--- config.mk ---
export PLATFORM = sky130hd
export DESIGN_NAME = depq_cell
export DESIGN_NICKNAME = d
export VERILOG_FILES = /design/src/depq_pkg.sv /design/src/depq_cell.sv
export SDC_FILE = /design/constraint.sdc
export NUM_CORES = 1
export LEC_CHECK = 0
export BUFFER_PORTS_ARGS = -buffer_cell sky130_fd_sc_hd__clkbuf_2
export CORE_MARGIN = 5
export CORE_UTILIZATION = 41
export CTS_CLUSTER_SIZE = 16
export DETAILED_ROUTE_END_ITERATION = 6
export PLACE_DENSITY = 0.76
export SLEW_MARGIN = 20
export SYNTH_ARGS = -nofsm -noshare
export SYNTH_HDL_FRONTEND = slang
export SYNTH_SLANG_ARGS = --single-unit
--- constraint.sdc ---
create_clock -name clk_i -period 2.7 [get_ports clk_i]
set_input_delay 0.27 -clock clk_i [delete_from_list [all_inputs] [get_ports clk_i]]
set_output_delay 0.27 -clock clk_i [all_outputs]
set_load 0.02 [all_outputs]
--- src/depq_pkg.sv ---
// ----------------------------------------------------------------------------
// depq_pkg
// Shared constants and types for the double-ended priority queue.
// ----------------------------------------------------------------------------
package depq_pkg;

  localparam int CAPACITY = 64;
  localparam int OCC_W    = $clog2(CAPACITY + 1);
  localparam int DATA_W   = 32;
  localparam int KIND_W   = 2;

  localparam logic [KIND_W-1:0] KIND_INSERT  = 2'd0;
  localparam logic [KIND_W-1:0] KIND_DEL_MAX = 2'd1;
  localparam logic [KIND_W-1:0] KIND_DEL_MIN = 2'd2;
  localparam logic [KIND_W-1:0] KIND_CLEAR   = 2'd3;

  // broadcast to every cell
  typedef struct packed {
    logic                     ins;
    logic                     shl;
    logic signed [DATA_W-1:0] value;
  } depq_op_t;

endpackage

--- src/depq_cell.sv ---
// ----------------------------------------------------------------------------
// depq_cell
// One slot of the sorted array: holds a value, takes part in ordered insert
// (shift toward the top) and delete-minimum (shift toward slot zero).
// ----------------------------------------------------------------------------
module depq_cell (
  input  logic                              clk_i,
  input  depq_pkg::depq_op_t                op_i,
  input  logic                              beyond_i,
  input  logic signed [depq_pkg::DATA_W-1:0] left_data_i,
  input  logic                              left_gt_i,
  input  logic signed [depq_pkg::DATA_W-1:0] right_data_i,
  output logic signed [depq_pkg::DATA_W-1:0] data_o,
  output logic                              gt_o
);

  logic signed [depq_pkg::DATA_W-1:0] data_q;
  logic signed [depq_pkg::DATA_W-1:0] data_d;

  // new value belongs at or below this slot
  assign gt_o   = beyond_i || (op_i.value < data_q);
  assign data_o = data_q;

  always_comb begin
    data_d = data_q;
    if (op_i.ins) begin
      if (left_gt_i) begin
        data_d = left_data_i;
      end else if (gt_o) begin
        data_d = op_i.value;
      end
    end else if (op_i.shl) begin
      data_d = right_data_i;
    end
  end

  always_ff @(posedge clk_i) begin
    data_q <= data_d;
  end

endmodule

* Word level (Yosys, flattened, before mapping)
Index checks and enable logic that the tools add are counted.
** Storage, ports and cells
- Register bits after elaboration :: 32
- Bits in latches :: 0
- Bits in writable memories :: 0
- Memory bits (read-only) :: 0
- Logic and storage cells :: 10
- Memories :: 0
** Operators by class
- Add/sub/neg operators :: 0
- Multipliers :: 0
- Divide/modulo/power cells :: 0
- $lt $le $gt $ge :: 1
- Eq/ne operators :: 1
- Shifts and indexed selects :: 0
- Multiplexer cells :: 4
- Bitwise operators :: 0
- Reductions and logical operators :: 3
** Operators with widths (number)
- two-way mux 32 bit :: 4
- less-than comparator 32 bit :: 1
- inequality test 3 x 1 -> 1 bit (second input constant) :: 1
- AND reduction 2 bit :: 1
- nonzero test 2 bit :: 1
- logical OR 1 bit :: 1

* Depth between registers and ports, before layout
Gate-level depths: netlist (run 1).
- Depth after elaboration :: 5
- Gate-level depth with buffers :: 9
- Mapped depth without buffers :: 9

* Worst setup path after synthesis (run 1)
No wires, ideal clock.
- Kind :: flip-flop to flip-flop
- From :: reg data_q, in the netlist data_o[30]
- To :: reg data_q, in the netlist data_o[0] (enable)
- Data arrival time :: 2.695 ns
- Required time :: 2.306 ns
- Path slack :: -0.389 ns
- Cell stages (with the launch flop) :: 10
- Buffers on the path :: 0
- Clock period less this slack :: 3.089 ns
- Cells stage by stage :: edfxtp_1 inv_1 ha_1 a21oi_2 nand2_1 a221o_1 a311oi_1 o21ai_1 xor2_1 o32a_1
** On the way
- Longest elaborated chain between the ends :: 4
** RTL lines
- from (decl) :: RTL line depq_cell.sv:17 : logic signed [depq_pkg::DATA_W-1:0] data_q;
- from (signal assigned) :: RTL line depq_cell.sv:38 : data_q <= data_d;
- less-than comparator 32 bit :: RTL line depq_cell.sv:21 : assign gt_o = beyond_i || (op_i.value < data_q);
- logical OR 1 bit :: RTL line depq_cell.sv:21
- inequality test 3 x 1 -> 1 bit (no line)
- AND reduction 2 bit (no line)
Every way passes these cells.
A chain may end at the register's enable or synchronous reset.

* Worst setup path after layout (run 1)
- From :: reg data_q, in the netlist data_o[21]
- To :: out gt_o
** On the way
- Longest elaborated chain between the ends :: 2
** RTL lines
- less-than comparator 32 bit :: RTL line depq_cell.sv:21
- logical OR 1 bit :: RTL line depq_cell.sv:21
- to (decl) :: RTL line depq_cell.sv:14 : output logic gt_o
Every way passes these cells.

==> results of run 1 <==
==> metal layers <==
| metal | vias up | wire [um] | part of all wire |
|---|---|---|---|
| li1 | 1175 | - | - |
| met1 | 1024 | 2520 | 0.39 |
| met2 | 68 | 3420 | 0.53 |
| met3 | 9 | 412 | 0.064 |
| met4 | 0 | 110 | 0.017 |
| met5 | - | 0 | 0 |
==> per-stage QoR <==
| step | hold slack [ps] | util | instance area, um2 | setup WS (ps) | total power, mW |
|---|---|---|---|---|---|
| 2_1_floorplan | 496 | - | 2410 | 101 | 0.951 |
| 3_3_place_gp | 588 | 0.564 | 3160 | -31.9 | 1.13 |
| 3_5_place_dp | 593 | 0.564 | 3160 | -52.3 | 1.15 |
| 4_1_cts | 302 | 0.582 | 3270 | -58.0 | 1.52 |
| 5_1_grt | 313 | 0.595 | 3340 | -63.5 | 1.62 |
| 6_report | 308 | 0.595 | 3340 | 40.2 | 1.52 |
==> power breakdown <==
part | internal, mW | switching, mW
clock network | 0.179 | 0.173
logic | 0.230 | 0.294
registers | 0.617 | 0.0257
total | 1.03 | 0.493
==> worst register-to-register path, stage by stage (launching register included) <==
cell      delay, ps
edfxtp_1        390
inv_1            80
ha_1            240
a21oi_1         140
o21ai_1          90
a221o_1         310
a311oi_2        210
o21ai_1         120
xor2_1          220
o32a_4          480
==> kinds of logic after synthesis <==
logic type / Yosys count
buf+inv: 42
xor+xnor: 1
flops: 32
mux: 32
simple gates: 55
fa+ha+maj: 31
compound gates: 59
==> timing repair <==
action,4_1_cts,5_1_grt
cloned,0,0
setup buffers,0,3
endpoints found under the setup margin,33,33
gates resized for setup,5,8
pin swaps,9,7
==> layout by cell type, fill, tap and decap left out, types with 4 or more instances in the layout <==
master	n
mux2i_1	32
buf_4	8
inv_1	30
a21oi_1	43
nand4_1	4
clkbuf_8	5
clkbuf_2	132
edfxtp_1	32
nand3_1	4
ha_1	28
nor2_1	36
nand2_1	7
==> worst min-delay path by stage <==
| stage | endpoint | startpoint | slack, ps |
|---|---|---|---|
| floorplan | data_o[0] | right_data_i[0] | 500 |
| global placement | data_o[19] | right_data_i[19] | 590 |
| detailed placement | data_o[27] | right_data_i[27] | 590 |
| CTS | data_o[27] | right_data_i[27] | 300 |
| global route | data_o[26] | right_data_i[26] | 310 |
| finish | data_o[19] | right_data_i[19] | 310 |
==> cell type report <==
| class | count | share of cell area |
|---|---|---|
| Clock buffer | 7 | 0.0229 |
| Clock inverter | 1 | 0.00112 |
| Timing Repair Buffer | 141 | 0.220 |
| Inverter | 31 | 0.0349 |
| Multi-Input combinational cell | 178 | 0.406 |
| Tap cell | 72 | 0.0270 |
| Sequential cell | 32 | 0.288 |
==> out/summary.txt, run 1 <==
Outcome: finished clean
Sequential cell area: 961 um2
Most Used Layer, Global Route: met2
Synth Cell Area: 2400 um2
Final GP Congestion: 0.769
Grt met2 use: 0.321
Antenna diodes: 0
Post-Synth XOR/XNOR Area: 0.00365
Post-synth ARST share: 0
Biggest area consumer among synthesized cells: edfxtp_1
Synth warnings: 0
# DRC: 0
Period utilisation layout: 0.985
Crit end category: output pin
Detailed placer's ending HPWL: 5380 um
Worst slew pin tran: 582 ps
First-pass GRT wire length: 10,400 um
Fillcell total: 518
Vias in the first global route: 2,344
Clk pin slew, worst setup/hold paths: 70 ps
Max-slew violations: 0
Layout cells sized above 1: 0.403
R2R cell count: 9
CP Launch Point: data_o[21]
Initial antenna violation count: 0
CTS root buffer: clkbuf_8
Multi-input gate area: 1350 um2
Main combinational cell family by area after synthesis: adder cells
CTS Buffer Depth: 2
Max reg flops: 32
Setup crit end: gt_o
Critical Path Start Type: flip-flop
CTS Sinks: 32
Slowest Stage Delay on Critical Path: 390 ps
Post-synth EDFFs: 32
Commonest cells in the netlist: a21oi_1 (44), nor2_1 (36), edfxtp_1 (32), mux2i_1 (32)
Adder-Cell Fraction of Synth Area: 0.161
Hold depth: 3
Sequential-to-total area share from yosys stat: 0.400
# H-tree levels: 2
Leak Pwr: 1.78 nW
Vias: 2,276
ANT nets after route: 0
Seq cells post-synth: 32
Die area: 7490 um2
Post-Route WL: 6460 um
Setup Skew: 6.63 ps
Reg-to-reg setup timing slack: 80 ps
Sum of negative setup slack: 0 ps
Reg2reg start: data_o[21]
Reported max-cap violation count: 0
First drt pass iteration count: 4
Worst r2r dst: data_o[18]
Slowest cell on crit path: edfxtp_1
Critical path's top delay family: compound AO/OA/AOI/OAI gates
Met3 usage: 0.0437
# setup viols final: 0
Crit path time final: 2660 ps
DRT iter0 DRCs: 48
Gr usage total: 0.175
Most used cell along the critical path: o21ai_1
Met1 usage: 0.195
CTS tree: built
Most common cell in the netlist: a21oi_1
CP max FO: 2
Synth cell types: 27
RSZ-0062 raised after global routing: true
Final hold vios: 0
Vias/cell: 4.93
Area Growth Syn to Fin: 38.9%
Worst Path Buf+Inv: 2
Core Region: 5610 um2
Mux cell area share after synthesis: 0.133
Slew headroom: 0.612
Port Buffers: 133
HP Class: primary input to flip-flop
Die Wd: 86.5 um
Largest net degree at the start of global routing: 37
WL per Instance: 14.0 um
Synth Instances: 252
IO Pins: 134
CP cell instances: inv_1 > ha_1 > a21oi_1 > o21ai_1 > a221o_1 > a311oi_2 > o21ai_1 > xor2_1 > or2_4 > buf_8
Placed insts: 451
Synth Area per Inst: 9.53 um2
Die Y: 86.5 um
Instance count on the critical path: 10
Hold bufs inserted after CTS: 0
Total grt overflow: 0
Final nets: 521
Net Count, Synth: 384
Final Non-Filler Cells: 462
VDD IR max: 0.000248 V
Setup CP Type: flip-flop to output pin
Starting Density: 0.428
Pwr Density: 455 nW/um2
Num CTS Buffers: 5
FMAX: 0.376 GHz
Req. time, crit path: 2430 ps
Row count: 27
Compound-Gate Fraction of Synth Area: 0.137
Top post-synthesis cells by area: edfxtp_1 (40%), ha_1 (16%), mux2i_1 (13%)
Post-synth top area share: 0.400
Main flop type after synthesis: edfxtp_1
Arr. time, crit path: 2390 ps
Post-Synth Simple-Gate Area: 0.0974
Clock latency on the worst-skew pair: 280 ps
Note: power is estimated with default switching activity, not from simulation.
==> inputs of run 2 (changes only) <==
CORE_UTILIZATION = 40   (was 41)
PLACE_DENSITY = 0.74   (was 0.76)
==> run 2 against run 1 <==
Core utilization decreased by 3.3 points. Wire length decreased by 0.84%. First-iteration DRC count down 13%. Register-to-register slack about the same. Die area is 2.2% higher. Global-route usage decreased by 0.27 points. Non-clock buffer count shrank 4. Critical endpoint unchanged. Largest power group unchanged. Highest routed layer unchanged.
==> out/summary.txt, run 2 (synthesized netlist as in run 1, its figures left out) <==
Crit path time final: 2670 ps
HP Class: primary input to flip-flop
Initial antenna violation count: 0
Sequential share of power: 0.428
Req. time, crit path: 2430 ps
Setup CP Type: flip-flop to output pin
Routed length on met2: 3440 um
Clock latency on the worst-skew pair: 280 ps
Slew headroom: 0.654
Total grt overflow: 0
Reported max-cap violation count: 0
First-pass GRT wire length: 10,200 um
WL met1: 2460 um
Max reg flops: 32
Most frequent cells in the layout: clkbuf_2 (132), a21oi_1 (44), nor2_1 (36), mux2i_1 (32), edfxtp_1 (32)
FMAX: 0.375 GHz
Die area: 7660 um2
Critical Path Start Type: flip-flop
Largest net degree at the start of global routing: 41
Final hold vios: 0
Num CTS Buffers: 5
Clock power share: 0.232
Clk pin slew, worst setup/hold paths: 70 ps
Leak Pwr: 1.75 nW
Outcome: finished clean
RSZ-0062 raised after global routing: true
WL per Instance: 13.9 um
Detailed placer's ending HPWL: 5340 um
Vias/cell: 4.84
Post-Route WL: 6410 um
Crit end category: output pin
Met3 wire length: 426 um
ANT nets after route: 0
Utilization after layout: 0.562
Setup Skew: 7.87 ps
VDD IR max: 0.000257 V
# H-tree levels: 2
CTS Sinks: 32
Internal power: 1.02 mW
Die Y: 87.5 um
# setup viols final: 0
Vias: 2,233
Vias in the first global route: 2,251
Layout cells sized above 1: 0.391
Port Buffers: 133
IO Pins: 134
Antenna diodes: 0
Comb pwr share: 0.340
Final GP Congestion: 0.762
Starting Density: 0.408
# DRC: 0
Reg-to-reg setup timing slack: 80 ps
DRT iter0 DRCs: 42
Uppermost layer routed: met4
Sw Pwr: 0.486 mW
Hold bufs inserted after CTS: 0
Net Sw Frac: 0.323
CTS tree: built
Die Wd: 87.5 um
Worst slew pin tran: 519 ps
Area Growth Syn to Fin: 37.7%
Commonest non-fill, non-tap cell in the layout: clkbuf_2
Postcts setup bufs: 0
Max-slew violations: 0
Core Region: 5890 um2
Period utilisation layout: 0.988
CP max FO: 3
Row count: 28
CTS root buffer: clkbuf_8
Pwr Total: 1.50 mW
Arr. time, crit path: 2400 ps
Pwr Density: 455 nW/um2
First drt pass iteration count: 4
Final nets: 517
Gr usage total: 0.172
CTS Buffer Depth: 2
==> run 2: cell count changes in the layout (fill, tap and decap cells not counted), sizes merged <==
cell  change
buf       -4
==> run 2: timing repair <==
action	CTS	global route
pin swaps	7	11
gates resized for setup	6	5
endpoints found under the setup margin	33	33
==> run 2: power by group through the flow <==
stage               Clock, mW  Combinational, mW  Sequential [mW]
finish                  0.349              0.511            0.644
global route            0.392              0.575            0.651
CTS                     0.360              0.506            0.644
detailed placement          0              0.493            0.655
global placement            0              0.479            0.652
floorplan                   0              0.232            0.718
==> run 2: cell type report <==
| class | instances | area [um2] |
|---|---|---|
| clock buffer | 7 | 76.3 |
| sequential | 32 | 961 |
| fill | 539 | 2580 |
| multi-input combinational | 178 | 1350 |
| inverter | 31 | 116 |
| tap | 75 | 93.8 |
| timing repair buffer | 137 | 706 |
| clock inverter | 1 | 3.75 |
==> run 2: worst paths after layout <==
| path | start | endpoint | depth (start not counted) |
|---|---|---|---|
| min reg2reg | data_o[31] | data_o[6] | 4 |
| max | data_o[30] | gt_o | 10 |
| min | right_data_i[12] | data_o[12] | 3 |
| max reg2reg | data_o[30] | data_o[14] | 9 |
==> run 2: stage by stage <==
step	setup WS, ps	cell area (um2)	setup TNS, ps	hold slack (ps)	instances
6_report	33.7	3310	0	312	461
5_1_grt	-93.8	3310	-2550	296	461
4_1_cts	-82.5	3270	-135	302	461
3_5_place_dp	-19.2	3160	-569	594	453
3_3_place_gp	68.3	3160	0	586	453
2_1_floorplan	101	2410	0	496	252
==> run 2: critical path, stage by stage, from the launching register on <==
cell,delay [ps]
edfxtp_1,390
inv_1,100
ha_4,210
a21oi_2,110
nand2_1,70
a221o_1,340
a311oi_1,240
o21ai_1,110
xor2_1,170
or2_4,240
buf_8,130
==> run 2: layer usage <==
metal,global-route usage,up-vias
met5,0,-
met4,0.0502,0
met3,0.0435,8
met2,0.324,64
met1,0.188,995
li1,-,1166
